File: src/design/ebalu_pkg.sv
// ----------------------------------------------------------------------------
// ebalu_pkg
// Shared types and constants for the 8-bit CPU ALU with flags.
// ----------------------------------------------------------------------------
`timescale 1ns / 1ps

package ebalu_pkg;

  localparam int unsigned CmdWidth     = 5;
  localparam int unsigned WordWidth    = 16;
  localparam int unsigned ByteWidth    = 8;
  localparam int unsigned BitIdxWidth  = 3;
  localparam int unsigned InDataWidth  = 48;
  localparam int unsigned OutDataWidth = 24;

  typedef enum logic [CmdWidth-1:0] {
    OpAdd   = 5'd0,
    OpAdc   = 5'd1,
    OpSub   = 5'd2,
    OpSbc   = 5'd3,
    OpAnd   = 5'd4,
    OpXor   = 5'd5,
    OpOr    = 5'd6,
    OpCp    = 5'd7,
    OpInc   = 5'd8,
    OpDec   = 5'd9,
    OpRlc   = 5'd10,
    OpRrc   = 5'd11,
    OpRl    = 5'd12,
    OpRr    = 5'd13,
    OpRlca  = 5'd14,
    OpRrca  = 5'd15,
    OpRla   = 5'd16,
    OpRra   = 5'd17,
    OpSla   = 5'd18,
    OpSra   = 5'd19,
    OpSrl   = 5'd20,
    OpSwap  = 5'd21,
    OpBit   = 5'd22,
    OpSet   = 5'd23,
    OpRes   = 5'd24,
    OpDaa   = 5'd25,
    OpCpl   = 5'd26,
    OpScf   = 5'd27,
    OpCcf   = 5'd28,
    OpAdd16 = 5'd29,
    OpAddSp = 5'd30
  } alu_op_e;

  typedef struct packed {
    logic z;
    logic n;
    logic h;
    logic c;
  } alu_flags_t;

  typedef struct packed {
    alu_op_e                command;
    logic [WordWidth-1:0]   first_operand;
    logic [WordWidth-1:0]   second_operand;
    logic [BitIdxWidth-1:0] bit_index;
    alu_flags_t             flags;
  } alu_in_t;

  typedef struct packed {
    logic [WordWidth-1:0] result;
    logic                 writes_back;
    alu_flags_t           flags;
  } alu_out_t;

endpackage

File: src/design/ebalu_stage.sv
// ----------------------------------------------------------------------------
// ebalu_stage
// One register stage with a valid/ready handshake on both sides.
// ----------------------------------------------------------------------------
`timescale 1ns / 1ps

module ebalu_stage #(
  parameter int unsigned Width = 8
) (
  input  logic             clk_i,
  input  logic             rst_ni,
  input  logic             in_valid_i,
  output logic             in_ready_o,
  input  logic [Width-1:0] in_data_i,
  output logic             out_valid_o,
  input  logic             out_ready_i,
  output logic [Width-1:0] out_data_o
);

  logic             valid_q;
  logic             valid_d;
  logic [Width-1:0] data_q;

  // The stage takes a new transfer whenever its content leaves in the same cycle.
  assign in_ready_o = !valid_q || out_ready_i;
  assign valid_d    = in_ready_o ? in_valid_i : valid_q;

  always_ff @(posedge clk_i or negedge rst_ni) begin
    if (!rst_ni) begin
      valid_q <= 1'b0;
    end else begin
      valid_q <= valid_d;
    end
  end

  always_ff @(posedge clk_i) begin
    if (in_valid_i && in_ready_o) begin
      data_q <= in_data_i;
    end
  end

  assign out_valid_o = valid_q;
  assign out_data_o  = data_q;

endmodule

File: src/design/ebalu_exec.sv
// ----------------------------------------------------------------------------
// ebalu_exec
// Combinational datapath: result, write-back mark and new flags.
// ----------------------------------------------------------------------------
`timescale 1ns / 1ps

module ebalu_exec (
  input  ebalu_pkg::alu_in_t  op_i,
  output ebalu_pkg::alu_out_t res_o
);
  import ebalu_pkg::*;

  logic [ByteWidth-1:0] a;
  logic [ByteWidth-1:0] v;
  logic                 cin;
  logic                 t;
  logic [ByteWidth:0]   sum9;
  logic [4:0]           sum_lo;
  logic [ByteWidth:0]   diff9;
  logic [4:0]           diff_lo;
  logic [ByteWidth-1:0] inc8;
  logic [ByteWidth-1:0] dec8;
  logic [ByteWidth-1:0] bit_mask;
  logic [ByteWidth-1:0] corr;
  logic [ByteWidth-1:0] daa8;
  logic [WordWidth:0]   sum17;
  logic [12:0]          sum13;
  logic [WordWidth-1:0] sp_sum;
  logic [4:0]           sp_lo;
  logic [ByteWidth:0]   sp_byte;
  logic [WordWidth-1:0] r;
  logic                 wb;
  logic                 zfix;
  alu_flags_t           f;

  assign a   = op_i.first_operand[ByteWidth-1:0];
  assign v   = op_i.second_operand[ByteWidth-1:0];
  assign cin = op_i.flags.c;
  assign t   = ((op_i.command == OpAdc) || (op_i.command == OpSbc)) ? cin : 1'b0;

  assign sum9    = {1'b0, a} + {1'b0, v} + {8'd0, t};
  assign sum_lo  = {1'b0, a[3:0]} + {1'b0, v[3:0]} + {4'd0, t};
  // Bit 8 and bit 4 of the differences are the borrows.
  assign diff9   = {1'b0, a} - {1'b0, v} - {8'd0, t};
  assign diff_lo = {1'b0, a[3:0]} - {1'b0, v[3:0]} - {4'd0, t};
  assign inc8    = a + 8'd1;
  assign dec8    = a - 8'd1;
  assign bit_mask = 8'd1 << op_i.bit_index;

  always_comb begin
    corr = cin ? 8'h60 : 8'h00;
    if (op_i.flags.h || (!op_i.flags.n && (a[3:0] > 4'd9))) begin
      corr = corr | 8'h06;
    end
    if (cin || (!op_i.flags.n && (a > 8'h99))) begin
      corr = corr | 8'h60;
    end
  end
  assign daa8 = op_i.flags.n ? (a - corr) : (a + corr);

  assign sum17   = {1'b0, op_i.first_operand} + {1'b0, op_i.second_operand};
  assign sum13   = {1'b0, op_i.first_operand[11:0]} + {1'b0, op_i.second_operand[11:0]};
  assign sp_sum  = op_i.first_operand + {{8{v[7]}}, v};
  assign sp_lo   = {1'b0, op_i.first_operand[3:0]} + {1'b0, v[3:0]};
  assign sp_byte = {1'b0, op_i.first_operand[7:0]} + {1'b0, v};

  always_comb begin
    r    = '0;
    wb   = 1'b1;
    zfix = 1'b1;
    f    = op_i.flags;
    unique case (op_i.command)
      OpAdd, OpAdc: begin
        r   = {8'd0, sum9[7:0]};
        f.n = 1'b0;
        f.h = sum_lo[4];
        f.c = sum9[8];
      end
      OpSub, OpSbc, OpCp: begin
        r   = {8'd0, diff9[7:0]};
        f.n = 1'b1;
        f.h = diff_lo[4];
        f.c = diff9[8];
        if (op_i.command == OpCp) begin
          f.z  = (diff9[7:0] == 8'd0);
          r    = '0;
          wb   = 1'b0;
          zfix = 1'b0;
        end
      end
      OpAnd: begin
        r = {8'd0, a & v};
        f.n = 1'b0; f.h = 1'b1; f.c = 1'b0;
      end
      OpXor: begin
        r = {8'd0, a ^ v};
        f.n = 1'b0; f.h = 1'b0; f.c = 1'b0;
      end
      OpOr: begin
        r = {8'd0, a | v};
        f.n = 1'b0; f.h = 1'b0; f.c = 1'b0;
      end
      OpInc: begin
        r   = {8'd0, inc8};
        f.n = 1'b0;
        f.h = (inc8[3:0] == 4'h0);
      end
      OpDec: begin
        r   = {8'd0, dec8};
        f.n = 1'b1;
        f.h = (dec8[3:0] == 4'hF);
      end
      OpRlc, OpRlca: begin
        r = {8'd0, a[6:0], a[7]};
        f.c = a[7]; f.n = 1'b0; f.h = 1'b0;
      end
      OpRrc, OpRrca: begin
        r = {8'd0, a[0], a[7:1]};
        f.c = a[0]; f.n = 1'b0; f.h = 1'b0;
      end
      OpRl, OpRla: begin
        r = {8'd0, a[6:0], cin};
        f.c = a[7]; f.n = 1'b0; f.h = 1'b0;
      end
      OpRr, OpRra: begin
        r = {8'd0, cin, a[7:1]};
        f.c = a[0]; f.n = 1'b0; f.h = 1'b0;
      end
      OpSla: begin
        r = {8'd0, a[6:0], 1'b0};
        f.c = a[7]; f.n = 1'b0; f.h = 1'b0;
      end
      OpSra: begin
        r = {8'd0, a[7], a[7:1]};
        f.c = a[0]; f.n = 1'b0; f.h = 1'b0;
      end
      OpSrl: begin
        r = {8'd0, 1'b0, a[7:1]};
        f.c = a[0]; f.n = 1'b0; f.h = 1'b0;
      end
      OpSwap: begin
        r = {8'd0, a[3:0], a[7:4]};
        f.n = 1'b0; f.h = 1'b0; f.c = 1'b0;
      end
      OpBit: begin
        f.z  = !a[op_i.bit_index];
        f.n  = 1'b0;
        f.h  = 1'b1;
        wb   = 1'b0;
        zfix = 1'b0;
      end
      OpSet: begin
        r    = {8'd0, a | bit_mask};
        zfix = 1'b0;
      end
      OpRes: begin
        r    = {8'd0, a & ~bit_mask};
        zfix = 1'b0;
      end
      OpDaa: begin
        r   = {8'd0, daa8};
        f.h = 1'b0;
        if (corr[6]) begin
          f.c = 1'b1;
        end
      end
      OpCpl: begin
        r    = {8'd0, ~a};
        f.n  = 1'b1;
        f.h  = 1'b1;
        zfix = 1'b0;
      end
      OpScf: begin
        f.n = 1'b0; f.h = 1'b0; f.c = 1'b1;
        wb = 1'b0; zfix = 1'b0;
      end
      OpCcf: begin
        f.n = 1'b0; f.h = 1'b0; f.c = !cin;
        wb = 1'b0; zfix = 1'b0;
      end
      OpAdd16: begin
        r    = sum17[WordWidth-1:0];
        f.n  = 1'b0;
        f.h  = sum13[12];
        f.c  = sum17[WordWidth];
        zfix = 1'b0;
      end
      OpAddSp: begin
        r    = sp_sum;
        f.z  = 1'b0;
        f.n  = 1'b0;
        f.h  = sp_lo[4];
        f.c  = sp_byte[8];
        zfix = 1'b0;
      end
      default: begin
        // The unused code leaves every flag untouched and writes nothing.
        wb   = 1'b0;
        zfix = 1'b0;
      end
    endcase

    if (zfix) begin
      f.z = (r == '0);
    end
    // The accumulator rotates always clear the zero flag.
    if ((op_i.command == OpRlca) || (op_i.command == OpRrca) ||
        (op_i.command == OpRla) || (op_i.command == OpRra)) begin
      f.z = 1'b0;
    end
  end

  assign res_o.result      = r;
  assign res_o.writes_back = wb;
  assign res_o.flags       = f;

endmodule

File: src/design/eight_bit_cpu_alu_with_flags_core.sv
// ----------------------------------------------------------------------------
// eight_bit_cpu_alu_with_flags_core
// 8-bit CPU ALU with zero, subtract, half-carry and carry flags.
// ----------------------------------------------------------------------------
// The block takes one operation per cycle while m_axis_tready_i stays high. Each
// result passes through the input register and then the result register, with
// the whole operation computed by the logic between them. Either register takes
// a new transfer in the same cycle that its content moves on, so the throughput
// is one operation per clock while the output side keeps m_axis_tready_i high.
// Each input transfer gives exactly one output transfer, in order.
`timescale 1ns / 1ps

module eight_bit_cpu_alu_with_flags_core (
  input  logic                                 clk_i,
  input  logic                                 rst_ni,
  input  logic                                 s_axis_tvalid_i,
  output logic                                 s_axis_tready_o,
  // command[4:0], first_operand[20:5], second_operand[36:21], bit_index[39:37],
  // zero_in[40], subtract_in[41], half_carry_in[42], carry_in[43], zeros above
  input  logic [ebalu_pkg::InDataWidth-1:0]    s_axis_tdata_i,
  output logic                                 m_axis_tvalid_o,
  input  logic                                 m_axis_tready_i,
  // result[15:0], writes_back[16], zero_out[17], subtract_out[18],
  // half_carry_out[19], carry_out[20], zeros above
  output logic [ebalu_pkg::OutDataWidth-1:0]   m_axis_tdata_o
);
  import ebalu_pkg::*;

  alu_in_t  in_item;
  alu_in_t  op_q;
  alu_out_t res;
  alu_out_t res_q;
  logic     op_valid;
  logic     op_ready;

  assign in_item.command        = alu_op_e'(s_axis_tdata_i[4:0]);
  assign in_item.first_operand  = s_axis_tdata_i[20:5];
  assign in_item.second_operand = s_axis_tdata_i[36:21];
  assign in_item.bit_index      = s_axis_tdata_i[39:37];
  assign in_item.flags.z        = s_axis_tdata_i[40];
  assign in_item.flags.n        = s_axis_tdata_i[41];
  assign in_item.flags.h        = s_axis_tdata_i[42];
  assign in_item.flags.c        = s_axis_tdata_i[43];

  ebalu_stage #(
    .Width($bits(alu_in_t))
  ) u_in_stage (
    .clk_i      (clk_i),
    .rst_ni     (rst_ni),
    .in_valid_i (s_axis_tvalid_i),
    .in_ready_o (s_axis_tready_o),
    .in_data_i  (in_item),
    .out_valid_o(op_valid),
    .out_ready_i(op_ready),
    .out_data_o (op_q)
  );

  ebalu_exec u_exec (
    .op_i (op_q),
    .res_o(res)
  );

  ebalu_stage #(
    .Width($bits(alu_out_t))
  ) u_out_stage (
    .clk_i      (clk_i),
    .rst_ni     (rst_ni),
    .in_valid_i (op_valid),
    .in_ready_o (op_ready),
    .in_data_i  (res),
    .out_valid_o(m_axis_tvalid_o),
    .out_ready_i(m_axis_tready_i),
    .out_data_o (res_q)
  );

  assign m_axis_tdata_o = {3'd0, res_q.flags.c, res_q.flags.h, res_q.flags.n,
                           res_q.flags.z, res_q.writes_back, res_q.result};

endmodule
File: config.mk
export PLATFORM = sky130hd
export DESIGN_NAME = eight_bit_cpu_alu_with_flags_core
export DESIGN_NICKNAME = d
export VERILOG_FILES = /design/src/design/ebalu_pkg.sv /design/src/design/ebalu_stage.sv /design/src/design/ebalu_exec.sv /design/src/design/eight_bit_cpu_alu_with_flags_core.sv
export SDC_FILE = /design/constraint.sdc
export NUM_CORES = 1
export LEC_CHECK = 0
export BUFFER_PORTS_ARGS = -buffer_cell sky130_fd_sc_hd__buf_2
export CAP_MARGIN = 20
export CORE_MARGIN = 3
export CORE_UTILIZATION = 60
export DETAILED_ROUTE_END_ITERATION = 10
export PLACE_DENSITY = 0.84
export SLEW_MARGIN = 20
export SYNTH_ARGS = -nofsm -noshare
export SYNTH_HDL_FRONTEND = slang
export SYNTH_SLANG_ARGS = --single-unit
File: constraint.sdc
create_clock -name clk_i -period 8.35 [get_ports clk_i]
set_input_delay 0 -clock clk_i [delete_from_list [all_inputs] [get_ports clk_i]]
set_output_delay 0 -clock clk_i [all_outputs]
set_load 0.005 [all_outputs]
==> qor.yml <==
status: "completed"
utilization: 0.7358
avgSynthCellArea_um2: 8.995
synth_edf_count: 65
clockRootBuffer: "clkbuf_8"
fp.dieH_um: 107.9
ctsHtreeMaxLevel: 3
slew_headroom: 0.3120
final_cell_mix: "70 x buf_2, 65 x edfxtp_1, 54 x nor2_1"
via_count: 6526
cp_common_cell: "nor2_1"
firstDrtPassIters: 7
ys.flop_type: "edfxtp_1"
holdPathStages: 2
drt_wl_total_mm: 22.44
core_um2: 9955
final.period_utilization: 0.6256
worst_pin_slew_ns: 1.032
grt-ovfl-total: 0
drc: 0
grt_pass1_vias: 6157
drive_gt1_frac: 0.1454
final_common_cell: "buf_2"
numClockSinks: 67
period_needed_ns: 5.224
grt_max_degree: 45
regToRegEndpoint: "u_out_stage.out_data_o[3]$_SDFFCE_PP0P_"
io_buffers: 70
nets: 901
start_util: 0.6262
crit_buf_inv: 2
fp.dieW_um: 107.9
ys_seq_area_frac: 0.3212
num_rows: 36
arrival_ns: 5.40
clock_latency_ns: 0.38
crit_slowest_cell: "edfxtp_1"
yosys_warnings: 0
numCtsBuffers: 9
reg2regPathDepth: 16
gp_congestion: 1.026
dp_hpwl_mm: 15.66
r2r_start: "u_in_stage.out_data_o[23]$_DFFE_PP_"
grt_pass1_wl_mm: 33.77
min_delay_worst_endpoint: "u_in_stage.out_data_o[7]$_DFFE_PP_"
max_stage_delay_ns: 0.83
setup_viol: 0
setup-tns-final_ns: 0
io_pins: 78
r2r_slack_ns: 3.13
drtIter0Drc: 796
antenna_found_initial: 0
skew_ns: 0.01198
vias_per_cell: 7.010
cts_tree: "built"
async_flop_share: 0.02985
endpoint_kind: "flip-flop"
wl_per_cell_um: 24.10
synth-seq-cells: 67
startpoint: "u_in_stage.out_data_o[23]$_DFFE_PP_"
syn_area_um2: 6233
cp-start-kind: "flip-flop"
cts.clk_slew.worst_paths_ns: 0.08
powerDensity_nw_per_um2: 150.4
die_area_um2: 11650
syn-instance-count: 693
cap_violations: 0
fmax_ghz: 0.1914
hp-class: "input pin to flip-flop"
area_growth_pct: 17.50
p_leak_nw: 2.895
criticalPathCategory: "flip-flop to flip-flop"
synth.distinct_cells: 79
crit_fanout: 15
slew_violations: 0
hold_path.startpoint: "s_axis_tdata_i[21]"
diodes: 0
rsz0062_at_grt: "false"
clockBufferDepth: 2
crit_path_cell_trace: "clkinv_1 > ha_1 > nor2_1 > o21ai_0 > nor2_1 > nor2_1 > inv_1 > nand2_1 > ha_1 > nor3_1 > nor3_1 > a211oi_1 > and4_1 > o21ai_0 > or4_1 > o41ai_2"
cp.required_ns: 8.52
final_hold_viol_count: 0
ant_nets: 0
grt_usage: 0.3853
path_delay_family: "simple AND/OR/NAND/NOR gates"
vdd_drop_max_v: 0.0001464
cts_resized: 0
-- through the flow --
step           instance area (um^2)  setup slack (ns)  total power, mW  hold WS (ns)  std cells
4_1_cts                        7305             3.358            1.082        0.3189        930
2_1_floorplan                  6241             4.421           0.6792       -0.2956        695
5_1_grt                        7325             3.022            1.147        0.3306        931
3_3_place_gp                   6619             3.680           0.7721       -0.2154        865
6_report                       7325             3.126            1.102        0.3250        931
3_5_place_dp                   6619             3.447           0.7876       -0.2068        865
-- Yosys cell counts (6+ instances only) --
master,count,area (um^2)
a31oi_1,12,75.07
inv_1,27,101.4
buf_4,6,45.04
a22oi_1,6,45.04
nor4_1,9,56.30
nor3_1,21,105.1
nor2_1,54,202.7
nand2b_1,11,68.82
nor3b_1,6,45.04
or2_2,6,37.54
o21ai_0,27,135.1
or3_1,6,37.54
mux2i_1,9,90.09
edfxtp_1,65,1952
nor2b_1,15,93.84
o22ai_1,18,112.6
a221oi_1,6,52.55
a21o_1,10,75.07
nand2_1,45,168.9
and3_1,6,37.54
nand4_1,11,68.82
xor2_1,19,166.4
ha_1,53,663.1
clkbuf_1,22,82.58
buf_2,7,35.03
xnor2_1,27,236.5
a21oi_1,38,190.2
nand3_1,28,140.1
o21a_1,7,52.55
o211ai_1,9,67.56
a211oi_1,6,45.04
-- worst max-delay path by stage --
stage                                               to  slack, ns  depth (start not counted)
4_1_cts        u_out_stage.out_data_o[3]$_SDFFCE_PP0P_       3.36                         17
6_report       u_out_stage.out_data_o[3]$_SDFFCE_PP0P_       3.13                         16
5_1_grt        u_out_stage.out_data_o[3]$_SDFFCE_PP0P_       3.02                         16
3_5_place_dp   u_out_stage.out_data_o[3]$_SDFFCE_PP0P_       3.45                         17
2_1_floorplan  u_out_stage.out_data_o[3]$_SDFFCE_PP0P_       4.42                         18
3_3_place_gp   u_out_stage.out_data_o[3]$_SDFFCE_PP0P_       3.68                         16
-- layer usage --
| layer | GRT usage | part of all wire | vias to the layer above |
|---|---|---|---|
| met2 | 0.6048 | 0.45 | 534 |
| li1 | - | - | 2836 |
| met3 | 0.1152 | 0.13 | 110 |
| met5 | 0 | 0 | - |
| met1 | 0.4948 | 0.37 | 3046 |
| met4 | 0.1650 | 0.050 | 0 |
-- layout make-up --
cell class | instances | area (um^2)
flip-flops and latches | 67 | 2002
repair buffers | 128 | 920.9
fillers | 727 | 2630
clock buffers | 12 | 145.1
multi-input cells | 557 | 3928
clock inverters | 4 | 50.05
inverters | 30 | 112.6
well taps | 133 | 166.4
-- worst register-to-register path: cells and delay by family (launching register included) --
kind | cells | cell delay [ns]
buf+inv | 2 | 0.67
flops | 1 | 0.83
simple gates | 8 | 1.76
fa+ha+maj | 2 | 0.79
compound gates | 4 | 0.96
-- sequential cells by signal, indices dropped and copies added, names as in the netlist --
signal                   flops
u_in_stage.out_data_o       44
u_in_stage.out_valid_o       1
u_out_stage.out_data_o      21
u_out_stage.out_valid_o      1
-- timing repair --
action | CTS | global route
hold endpoints to repair | 48 | 0
setup buffers | 0 | 0
hold buffers | 49 | 0
-- kinds of logic (layout without fill, tap and decap cells) --
logic type                 Yosys count  in the layout  synth area share
and+or+nand+nor                    244            244            0.2045
AOI/OAI and AO/OA                  197            197            0.2212
buffers and inverters               71            174           0.05018
DFF                                 67             67            0.3212
adders and majority gates           56             56            0.1160
xor gates and xnor gates            46             46           0.06463
muxes                               11             11           0.02168
other                                1              3         0.0006016
-- report_power, final --
group          switching, mW  internal [mW]  leakage [nW]
Clock                  0.134          0.146        0.0926
Sequential            0.0277          0.402         0.649
Combinational          0.234          0.159          2.15
Total                  0.395          0.706          2.89
Note: power is estimated with default switching activity, not from simulation.
